**src/rtid_pkg.sv**
```systemverilog
// Shared constants and control/status types for the signed integer to radix text block.
package rtid_pkg;

  // Field and storage widths
  localparam int VAL_W      = 32;               // input value
  localparam int MAG_W      = 32;               // magnitude, enough for 2^31
  localparam int CH_W       = 8;                // one character
  localparam int LEN_W      = 5;                // base_length register
  localparam int CFG_W      = 64;               // widest configuration register
  localparam int IDX_W      = 2;                // configuration register index
  localparam int MAX_BASE   = 16;               // largest radix
  localparam int DIG_W      = 4;                // one digit value, below MAX_BASE
  localparam int ALPHA_W    = 2 * CFG_W;        // both alphabet registers
  localparam int MAX_DIGITS = MAG_W;            // base 2 worst case
  localparam int DCNT_W     = $clog2(MAX_DIGITS + 1);
  localparam int SP_W       = $clog2(MAX_DIGITS);
  localparam int NIBS       = MAG_W / DIG_W;    // quotient nibbles per pass
  localparam int NIB_CNT_W  = $clog2(NIBS);

  // Configuration register indexes
  localparam logic [IDX_W-1:0] REG_DIGITS_LOW  = 2'd0;
  localparam logic [IDX_W-1:0] REG_DIGITS_HIGH = 2'd1;
  localparam logic [IDX_W-1:0] REG_BASE_LENGTH = 2'd2;

  // Character codes
  localparam logic [CH_W-1:0] CH_MINUS  = 8'h2D;
  localparam logic [CH_W-1:0] CH_PLUS   = 8'h2B;
  localparam logic [CH_W-1:0] CH_SPACE  = 8'd32;
  localparam logic [CH_W-1:0] CH_WS_LO  = 8'd9;
  localparam logic [CH_W-1:0] CH_WS_HI  = 8'd13;
  localparam logic [CH_W-1:0] CH_NUL    = 8'd0;

  // Divider control from the sequencer
  typedef struct packed {
    logic load;   // take a new dividend
    logic run;    // process one quotient nibble
  } div_ctl_t;

  // Divider status back to the sequencer
  typedef struct packed {
    logic             done;   // a pass has finished this cycle
    logic             zero;   // quotient of that pass is zero
    logic [DIG_W-1:0] digit;  // remainder of that pass
  } div_stat_t;

endpackage

```
**src/rtid_div.sv**
```systemverilog
// Nibble-serial divider: divides the magnitude by the radix, one quotient nibble per run cycle.
module rtid_div import rtid_pkg::*; (
  input  logic             clk,
  input  logic             rst_n,
  input  div_ctl_t         ctl,
  input  logic [MAG_W-1:0] mag,
  input  logic [LEN_W-1:0] radix,
  output div_stat_t        stat
);

  logic [MAG_W-1:0]     q_r, q_nxt;
  logic [DIG_W-1:0]     rem_r, rem_nxt;
  logic [NIB_CNT_W-1:0] cnt_r;
  logic [DIG_W-1:0]     nib, qnib;
  logic [LEN_W-1:0]     part;
  logic                 pass_end;

  // Four restoring steps on the top nibble of the shifting quotient
  always_comb begin
    nib  = q_r[MAG_W-1 -: DIG_W];
    part = {1'b0, rem_r};
    qnib = '0;
    for (int k = DIG_W - 1; k >= 0; k--) begin
      part = {part[LEN_W-2:0], nib[k]};
      if (part >= radix) begin
        part    = part - radix;
        qnib[k] = 1'b1;
      end
    end
    q_nxt   = {q_r[MAG_W-DIG_W-1:0], qnib};
    rem_nxt = part[DIG_W-1:0];
  end

  assign pass_end    = ctl.run && (cnt_r == NIB_CNT_W'(NIBS - 1));
  assign stat.done   = pass_end;
  assign stat.zero   = (q_nxt == '0);
  assign stat.digit  = rem_nxt;

  // Pass counter; wraps so the next pass starts on the new quotient
  always_ff @(posedge clk) begin
    if (!rst_n) begin
      cnt_r <= '0;
    end else if (ctl.load) begin
      cnt_r <= '0;
    end else if (ctl.run) begin
      cnt_r <= cnt_r + 1'b1;
    end
  end

  // Quotient shift register and running remainder
  always_ff @(posedge clk) begin
    if (ctl.load) begin
      q_r   <= mag;
      rem_r <= '0;
    end else if (ctl.run) begin
      q_r   <= q_nxt;
      rem_r <= pass_end ? '0 : rem_nxt;
    end
  end

endmodule

```
**src/signed_int_to_radix_digits.sv**
```systemverilog
// Top level: writes a signed 32-bit integer as text in a configured digit alphabet.
//
// Use: load digits_low, digits_high and base_length through the cfg_ write port
// (index 0, 1, 2) while busy is low. Pulse start with in_value while busy is low;
// the transaction is taken at that edge and busy rises on the next cycle.
// The alphabet is checked first, one byte per cycle. An invalid alphabet ends
// the transaction there with no output at all. The magnitude is then divided by
// the radix, one quotient nibble per cycle in the divider, until the quotient is
// zero. Finally the characters leave one per cycle on out_char_out with
// out_valid high: '-' for a negative value, then the digits most significant
// first, out_last on the final one. Busy falls while the final character is
// shown, so the next transaction can be taken at the edge that ends it.
// The receiver cannot stall: each character is shown for exactly one cycle.
// A synchronous reset (rst_n low) drops any transaction in flight and clears
// the configuration registers to zero, which is an invalid alphabet.
module signed_int_to_radix_digits import rtid_pkg::*; (
  input  logic             clk,
  input  logic             rst_n,
  input  logic             start,
  output logic             busy,
  input  logic [VAL_W-1:0] in_value,
  output logic             out_valid,
  output logic [CH_W-1:0]  out_char_out,
  output logic             out_last,
  input  logic             cfg_we,
  input  logic [IDX_W-1:0] cfg_index,
  input  logic [CFG_W-1:0] cfg_wdata
);

  localparam logic [1:0] S_IDLE  = 2'd0;
  localparam logic [1:0] S_CHECK = 2'd1;
  localparam logic [1:0] S_DIV   = 2'd2;
  localparam logic [1:0] S_EMIT  = 2'd3;

  logic [CFG_W-1:0]  digits_low_r, digits_high_r;
  logic [LEN_W-1:0]  base_length_r;
  logic [ALPHA_W-1:0] alpha;

  logic [1:0]        state_r, state_nxt;
  logic [DIG_W-1:0]  idx_r, idx_nxt;
  logic              neg_r, neg_nxt;
  logic [DCNT_W-1:0] dcnt_r, dcnt_nxt;
  logic [DIG_W-1:0]  stack_r [MAX_DIGITS];
  logic              push;

  logic              out_valid_r, out_valid_nxt;
  logic [CH_W-1:0]   out_char_r, out_char_nxt;
  logic              out_last_r, out_last_nxt;

  logic              accept;
  logic [MAG_W-1:0]  mag;
  logic [CH_W-1:0]   cur;
  logic              len_bad, byte_bad, dup;
  logic [SP_W-1:0]   top_idx;
  logic [DIG_W-1:0]  top_dig;

  div_ctl_t          dctl;
  div_stat_t         dstat;

  assign alpha  = {digits_high_r, digits_low_r};
  assign accept = start && !busy;
  assign busy   = (state_r != S_IDLE);

  // Magnitude; the most negative value wraps to 2^31, which is correct
  assign mag = in_value[VAL_W-1] ? MAG_W'(-in_value) : MAG_W'(in_value);

  // Configuration registers
  always_ff @(posedge clk) begin
    if (!rst_n) begin
      digits_low_r  <= '0;
      digits_high_r <= '0;
      base_length_r <= '0;
    end else if (cfg_we) begin
      unique case (cfg_index)
        REG_DIGITS_LOW:  digits_low_r  <= cfg_wdata;
        REG_DIGITS_HIGH: digits_high_r <= cfg_wdata;
        REG_BASE_LENGTH: base_length_r <= cfg_wdata[LEN_W-1:0];
        default: ;
      endcase
    end
  end

  // Check of base_length, and of byte idx_r against forbidden codes and later bytes
  always_comb begin
    cur      = alpha[idx_r*CH_W +: CH_W];
    len_bad  = (base_length_r < LEN_W'(2)) || (base_length_r > LEN_W'(MAX_BASE));
    byte_bad = (cur == CH_NUL) || (cur == CH_PLUS) || (cur == CH_MINUS) ||
               (cur == CH_SPACE) || ((cur >= CH_WS_LO) && (cur <= CH_WS_HI));
    dup      = 1'b0;
    for (int j = 0; j < MAX_BASE; j++) begin
      if ((LEN_W'(j) > {1'b0, idx_r}) && (LEN_W'(j) < base_length_r) &&
          (alpha[j*CH_W +: CH_W] == cur)) begin
        dup = 1'b1;
      end
    end
  end

  rtid_div u_div (
    .clk   (clk),
    .rst_n (rst_n),
    .ctl   (dctl),
    .mag   (mag),
    .radix (base_length_r),
    .stat  (dstat)
  );

  assign top_idx = SP_W'(dcnt_r - 1'b1);
  assign top_dig = stack_r[top_idx];

  // Sequencer
  always_comb begin
    state_nxt     = state_r;
    idx_nxt       = idx_r;
    neg_nxt       = neg_r;
    dcnt_nxt      = dcnt_r;
    push          = 1'b0;
    dctl.load     = 1'b0;
    dctl.run      = 1'b0;
    out_valid_nxt = 1'b0;
    out_char_nxt  = out_char_r;
    out_last_nxt  = out_last_r;
    unique case (state_r)
      S_IDLE: begin
        if (start) begin
          dctl.load = 1'b1;
          neg_nxt   = in_value[VAL_W-1];
          idx_nxt   = '0;
          dcnt_nxt  = '0;
          state_nxt = S_CHECK;
        end
      end
      S_CHECK: begin
        if (len_bad || byte_bad || dup) begin
          state_nxt = S_IDLE;
        end else if ({1'b0, idx_r} == base_length_r - 1'b1) begin
          state_nxt = S_DIV;
        end else begin
          idx_nxt = idx_r + 1'b1;
        end
      end
      S_DIV: begin
        dctl.run = 1'b1;
        if (dstat.done) begin
          push     = 1'b1;
          dcnt_nxt = dcnt_r + 1'b1;
          if (dstat.zero) begin
            state_nxt = S_EMIT;
          end
        end
      end
      S_EMIT: begin
        out_valid_nxt = 1'b1;
        if (neg_r) begin
          neg_nxt      = 1'b0;
          out_char_nxt = CH_MINUS;
          out_last_nxt = 1'b0;
        end else begin
          dcnt_nxt     = dcnt_r - 1'b1;
          out_char_nxt = alpha[top_dig*CH_W +: CH_W];
          out_last_nxt = (dcnt_r == DCNT_W'(1));
          if (dcnt_r == DCNT_W'(1)) begin
            state_nxt = S_IDLE;
          end
        end
      end
      default: state_nxt = S_IDLE;
    endcase
  end

  // Control state
  always_ff @(posedge clk) begin
    if (!rst_n) begin
      state_r     <= S_IDLE;
      idx_r       <= '0;
      neg_r       <= 1'b0;
      dcnt_r      <= '0;
      out_valid_r <= 1'b0;
    end else begin
      state_r     <= state_nxt;
      idx_r       <= idx_nxt;
      neg_r       <= neg_nxt;
      dcnt_r      <= dcnt_nxt;
      out_valid_r <= out_valid_nxt;
    end
  end

  // Digit stack and output payload
  always_ff @(posedge clk) begin
    if (push) begin
      stack_r[dcnt_r[SP_W-1:0]] <= dstat.digit;
    end
    out_char_r <= out_char_nxt;
    out_last_r <= out_last_nxt;
  end

  assign out_valid    = out_valid_r;
  assign out_char_out = out_char_r;
  assign out_last     = out_last_r;

  // Checks
  a_accept_busy: assert property (@(posedge clk) disable iff (!rst_n)
    accept |=> busy)
    else $error("transaction taken but busy did not rise");

  a_digit_range: assert property (@(posedge clk) disable iff (!rst_n)
    (state_r == S_DIV) && dstat.done |-> (LEN_W'(dstat.digit) < base_length_r))
    else $error("divider remainder not below the radix");

  a_stack_bound: assert property (@(posedge clk) disable iff (!rst_n)
    dcnt_r <= DCNT_W'(MAX_DIGITS))
    else $error("digit stack overflow");

  a_burst: assert property (@(posedge clk) disable iff (!rst_n)
    out_valid && !out_last |=> out_valid)
    else $error("gap inside a character burst");

  a_last_gap: assert property (@(posedge clk) disable iff (!rst_n)
    out_valid && out_last |=> !out_valid)
    else $error("character after the final one");

endmodule

```
**config.mk**
```make
export PLATFORM = sky130hd
export DESIGN_NAME = signed_int_to_radix_digits
export DESIGN_NICKNAME = d
export VERILOG_FILES = /design/src/rtid_pkg.sv /design/src/rtid_div.sv /design/src/signed_int_to_radix_digits.sv
export SDC_FILE = /design/constraint.sdc
export NUM_CORES = 1
export LEC_CHECK = 0
export BUFFER_PORTS_ARGS = -buffer_cell sky130_fd_sc_hd__buf_2
export CORE_ASPECT_RATIO = 1.25
export CORE_MARGIN = 2
export CORE_UTILIZATION = 50
export DETAILED_ROUTE_END_ITERATION = 8
export GPL_ROUTABILITY_DRIVEN = 1
export GPL_TIMING_DRIVEN = 1
export PLACE_DENSITY_LB_ADDON = 0.08
export RECOVER_POWER = 50
export SYNTH_ARGS = -nofsm -noshare
export SYNTH_HDL_FRONTEND = slang
export SYNTH_SLANG_ARGS = --single-unit
```
**constraint.sdc**
```tcl
create_clock -name clk -period 11.8 [get_ports clk]
set_input_delay 2.36 -clock clk [delete_from_list [all_inputs] [get_ports clk]]
set_output_delay 2.36 -clock clk [all_outputs]
set_load 0.1 [all_outputs]
```
==> flow_summary.yaml, run 1 <==
route:
  drc: 0
  wirelength_um: 52300
  dr.first_iter.drc_count: 1069
  via_per_inst: 5.89
  via_count: 14000
  wire_per_inst_um: 22.0
  drtAntennaViolNets: 0
  drt_pass1_iterations: 5
synthesis:
  synth_edf_count: 169
  yosysWarnings: 0
  synth_common_cells: "nand2_1, a21oi_1, edfxtp_1"
  synth_most_common_cell: "nand2_1"
  ys.flop_type: "edfxtp_1"
  synth_area_leaders: "edfxtp_1, dfxtp_1, mux4_2"
  synthesis.area_sq_mm: 0.0182
  seq_area_frac_synth: 0.448
  async_reset_ff_frac: 0
  ys_seq_elements: 323
  yosysUniqueCellTypes: 76
  synth_top_area_share: 0.279
  syn_area_per_cell_sq_um: 10.0
  synthesis.nets: 1960
  synthCells: 1816
  synth_area_leader_cell: "edfxtp_1"
global_route:
  gr-total-overflow: 0
  antenna_found_initial: 1
  grt_pass1_vias: 13400
  grt_max_degree: 75
  grt_pass1_wl_um: 79500
  grt_usage: 0.273
finish:
  nNetsFinal: 2008
  drive_gt1_frac: 0.153
  area_growth_pct: 10.6
  ff_latch_area_sq_mm: 0.00816
  fillerInstances: 3243
  finalInstanceArea_sq_mm: 0.0201
  multi_input_area_sq_mm: 0.00938
critical_path:
  cp_max_fo: 11
  setup.worst_path.end_class: "flop"
  worstSetupPathType: "flop to flop"
  arrival_ps: 9160
  worstSetupStartpointType: "flop"
  cp_slowest_cell: "dfxtp_1"
  max_stage_delay_ps: 610
  path_buf_inv: 4
  critPathRequiredTime_ps: 12160
  cp_top_family: "compound AO/OA/AOI/OAI gates"
  path_common_cell: "o21ai_0"
clock_tree:
  tritoncts: "yes"
  htreeDepth: 2
  cts.repair.resized: 0
  clkTransAtPathRegs_ps: 60
  clk_path_buf_depth: 3
  cts_setup_buffers: 0
  cts_hold_buf: 0
  cts_buffers: 36
  cts_root_buf: "clkbuf_16"
  cts.sinks: 323
  clk_latency_ps: 530
floorplanning:
  dieArea_sq_mm: 0.0380
  core.rowCount: 78
  die_h_um: 217
  fp.dieW_um: 175
  ios: 113
  start_util: 0.504
  core_area_sq_mm: 0.0361
timing:
  worstMarginPinSlew_ps: 3190
  period_needed_ps: 8800
  rsz0062_at_grt: "no"
  finalMaxSlewViolations: 208
  slew_headroom: -1.13
  finalSetupTns_ps: 0
  hold_viol_final: 0
  finalClockSkew_ps: 15.2
  fin_crit_sh: 0.746
  fmax_mhz: 114
  finalSetupViolations: 0
worst_hold_path:
  hp-class: "flop to flop"
placed_design:
  hpwl_um: 36800
  io_buffers: 112
  dpl_cell_area_sq_mm: 0.0190
  gp_congestion: 0.915
run_status:
  violations: "capacitance limit, slew limit"
  status: "finished, violations left"
job:
  drv_cap: 4
power:
  power_density_mw_per_mm2: 170
  finalPower_mw: 3.42
  ir_drop_uv: 148
  p_leak_nw: 6.94
through the flow:
stage / cells / hold WS [ps] / utilization / worst slack [ps]
floorplan: 1816 / 446 / - / 3710
global placement: 2306 / 458 / 0.526 / 3320
detailed placement: 2306 / 466 / 0.526 / 3090
CTS: 2371 / 475 / 0.558 / 3020
global route: 2371 / 501 / 0.558 / 2080
finish: 2372 / 475 / 0.558 / 3000
worst paths after layout:
| path | start | depth (start not counted) | slack [ps] | to |
|---|---|---|---|---|
| max reg2reg | base_length_r[1] | 38 | 3000 | flop |
| min reg2reg | digits_low_r[4] | 2 | 470 | digits_low_r[4] |
| min | digits_low_r[4] | 2 | 470 | digits_low_r[4] |
| max | base_length_r[1] | 38 | 3000 | flop |
area by class of cell:
cell class,instances,area share
Clock inverter,17,0.00659
Multi-Input combinational cell,1336,0.466
Inverter,32,0.00603
Sequential cell,323,0.405
Timing Repair Buffer,135,0.0357
Tap cell,480,0.0298
Antenna cell,1,0.000124
Clock buffer,48,0.0506
placed cells by master (no fill, tap or decap), types with 54 or more instances in the layout:
cell	netlist	final
nor2_1	90	90
a211oi_1	54	54
mux2i_1	76	73
edfxtp_1	169	169
nand2_1	331	331
buf_2	21	110
a21oi_1	181	179
xnor2_1	62	63
mux4_2	60	60
xor2_1	97	97
o21ai_0	66	66
dfxtp_1	154	152
tightest hold or removal path, cell delays in order (launching register included):
cell and delay (ps):
dfxtp_1 320, nand2_1 60, a21oi_1 50
routing by layer:
metal	share of wire	routed length, um	vias up	track usage
li1	-	-	6669	-
met1	0.40	20800	6770	0.332
met2	0.51	26500	403	0.481
met3	0.045	2360	121	0.0330
met4	0.050	2590	0	0.130
met5	0	0	-	0
power breakdown:
| part | internal [mW] | leakage (nW) | switching, mW | total [mW] |
|---|---|---|---|---|
| clock | 0.634 | 0.563 | 0.464 | 1.10 |
| sequential | 1.49 | 2.79 | 0.0356 | 1.52 |
| combinational | 0.239 | 3.59 | 0.562 | 0.802 |
| total | 2.36 | 6.94 | 1.06 | 3.42 |
sequential cells by signal, summed over array words and instances (netlist names), 3 cells and up, named ones only:
| register | cells |
|---|---|
| dcnt_r | 6 |
| out_char_out | 8 |
| idx_r | 4 |
| u_div.cnt_r | 3 |
| digits_high_r | 64 |
| u_div.q_r | 32 |
| u_div.rem_r | 4 |
| base_length_r | 5 |
| stack_r | 128 |
| digits_low_r | 64 |
cell families (layout without fill, tap and decap cells):
logic type | count (synthesis) | in the layout | share of synthesized area
xor gates and xnor gates | 160 | 160 | 0.0774
AOI/OAI and AO/OA | 390 | 390 | 0.132
buffers and inverters | 157 | 232 | 0.0392
adders and majority gates | 42 | 42 | 0.0305
and+or+nand+nor | 595 | 595 | 0.149
other | 0 | 1 | 0
DFF | 323 | 323 | 0.448
muxes | 149 | 149 | 0.125
No activity file was read; power rests on OpenSTA's default activity.
==> run 2, diff against run 1 <==
--- a/config.mk
+++ b/config.mk
@@ -5,6 +5,7 @@
 export SDC_FILE = /design/constraint.sdc
 export NUM_CORES = 1
 export LEC_CHECK = 0
+export ABC_AREA = 1
 export BUFFER_PORTS_ARGS = -buffer_cell sky130_fd_sc_hd__buf_2
 export CORE_ASPECT_RATIO = 1.25
 export CORE_MARGIN = 2
==> constraint.sdc (replaced) <==
create_clock -name clk -period 8 [get_ports clk]
set_input_delay 1.6 -clock clk [delete_from_list [all_inputs] [get_ports clk]]
set_output_delay 1.6 -clock clk [all_outputs]
set_load 0.1 [all_outputs]
==> flow_summary.yaml, run 2 <==
run_status:
  status: "finished, violations left"
  violations: "capacitance limit, slew limit"
synthesis:
  synthesis.area_sq_mm: 0.0190
  ys_seq_elements: 323
  synth_common_cells: "nand2_1, o21ai_0, a21oi_1"
  synthesis.nets: 2653
  synth_adder_area_share: 0.0293
  synth_top_area_share: 0.268
  muxShareOfSynthArea: 0
  synth-compound-area-share: 0.181
  synth_simple_gate_area_frac: 0.237
  synth_xor_area_frac: 0.0396
  yosysWarnings: 0
  synth_area_leaders: "edfxtp_1, dfxtp_1, nand2_1"
  ys.flop_type: "edfxtp_1"
  synth_edf_count: 169
  synthCells: 2509
  synth_most_common_cell: "nand2_1"
  synth_top_family_by_area: "simple AND/OR/NAND/NOR gates"
  yosysUniqueCellTypes: 57
  synth_area_leader_cell: "edfxtp_1"
  async_reset_ff_frac: 0
  syn_area_per_cell_sq_um: 7.56
  seq_area_frac_synth: 0.430
clock_tree:
  cts_buffers: 35
  tritoncts: "yes"
  cts.sinks: 323
  htreeDepth: 2
  cts_hold_buf: 0
  cts.repair.resized: 0
  clk_path_buf_depth: 3
  cts_setup_buffers: 0
  clkTransAtPathRegs_ps: 60
  clk_latency_ps: 540
  cts_root_buf: "clkbuf_16"
route:
  dr.max_layer_used: "met4"
  wl_met2_um: 31800
  wire_per_inst_um: 22.0
  via_per_inst: 5.85
  via_count: 17900
  dr.first_iter.drc_count: 1860
  drc: 0
  wirelength_um: 67400
  drt_pass1_iterations: 6
  wl_met1_um: 26300
  wl_met3_um: 4800
  drtAntennaViolNets: 0
finish:
  final_cell_mix: "nand2_1, o21ai_0, a21oi_1"
  area_growth_pct: 9.58
  postLayoutCoreUtil: 0.557
  drive_gt1_frac: 0.0885
  largest_reg_flops: 128
  layout_commonest_cell: "nand2_1"
  nNetsFinal: 2695
critical_path:
  cp_max_fo: 25
  arrival_ps: 7790
  path_common_cell: "nand2_1"
  setup.worst_path.end_class: "flop"
  worstSetupStartpointType: "flop"
  max_stage_delay_ps: 650
  cp_slowest_cell: "dfxtp_1"
  critPathRequiredTime_ps: 8400
  worstSetupPathType: "flop to flop"
floorplanning:
  core.rowCount: 79
  die_h_um: 222
  core_area_sq_mm: 0.0373
  ios: 113
  start_util: 0.509
  fp.dieW_um: 178
  dieArea_sq_mm: 0.0395
timing:
  timing.final.ws_setup_ps: 608
  worstMarginPinSlew_ps: 3590
  finalSetupTns_ps: 0
  slew_headroom: -1.39
  fmax_mhz: 135
  period_needed_ps: 7390
  finalMaxSlewViolations: 182
  rsz0062_at_grt: "no"
  fin_crit_sh: 0.924
  finalSetupViolations: 0
  hold_viol_final: 0
  finalClockSkew_ps: 15.8
job:
  drv_cap: 3
global_route:
  gr-total-overflow: 0
  grt_usage: 0.340
  grt_pass1_wl_um: 102000
  antenna_found_initial: 0
  grt_max_degree: 101
  grt_pass1_vias: 16800
placed_design:
  hpwl_um: 48300
  gp_congestion: 1.02
  dp_slack_ps: 472
  io_buffers: 112
worst_hold_path:
  hp-class: "flop to flop"
## run 2: cell count changes after synthesis, moves of 24 or more
cell      change
a21oi_1      +77
o21ai_0     +227
mux4_2       -60
nor2_1      +122
inv_1       +174
nor2b_1      -43
xnor2_1      -53
nand3_1     +187
xor2_1       -24
a211oi_1     -51
mux2i_1      -76
nand2_1     +233
## run 2: final timing paths
kind                                       start        endpoint  slack [ps]  depth (start not counted)
worst max-delay path            base_length_r[1]  stack_r[23][0]         610                         33
worst min register to register    u_div.cnt_r[1]  u_div.cnt_r[1]         470                          2
worst max register to register  base_length_r[1]  stack_r[23][0]         610                         33
worst min-delay path              u_div.cnt_r[1]  u_div.cnt_r[1]         470                          2
## run 2: per-stage QoR
stage	instances	hold slack, ps	instance area, sq um
3_3_place_gp	3000	454	19600
5_1_grt	3063	503	20800
2_1_floorplan	2509	444	19000
3_5_place_dp	3000	464	19600
6_report	3065	469	20800
4_1_cts	3063	473	20800
## run 2: kinds of logic (layout without fill, tap and decap cells)
group / Yosys count / in the layout
buffers and inverters: 358 / 426
adders and majority gates: 42 / 42
xor gates and xnor gates: 84 / 84
and+or+nand+nor: 1058 / 1058
other: 0 / 2
DFF: 323 / 323
AOI/OAI and AO/OA: 644 / 644
## run 2: metal layers
layer / GRT usage / up-vias
met5: 0 / -
met2: 0.552 / 834
met1: 0.431 / 8335
li1: - / 8539
met3: 0.0490 / 208
met4: 0.195 / 0
## run 2: area by class of cell
class | count | area, sq um
Antenna cell | 2 | 5.00
Clock buffer | 46 | 958
Clock inverter | 17 | 180
Fill cell | 3639 | 16500
Inverter | 220 | 831
Multi-Input combinational cell | 1828 | 9270
Sequential cell | 323 | 8160
Tap cell | 486 | 608
Timing Repair Buffer | 143 | 767
## run 2: worst max-delay path: cells and delay by family, from the launching register on
| kind | cells | cell delay (ps) |
|---|---|---|
| adder cells (fa/ha/maj) | 4 | 1180 |
| AND/OR/NAND/NOR | 11 | 1530 |
| AO/OA/AOI/OAI | 12 | 2920 |
| buffers and inverters | 6 | 930 |
| flip-flops | 1 | 650 |
Power of run 2 is left out: the tool's default activity adds up to more than one toggle a clock period on the data nets, which glitch-free logic cannot reach.
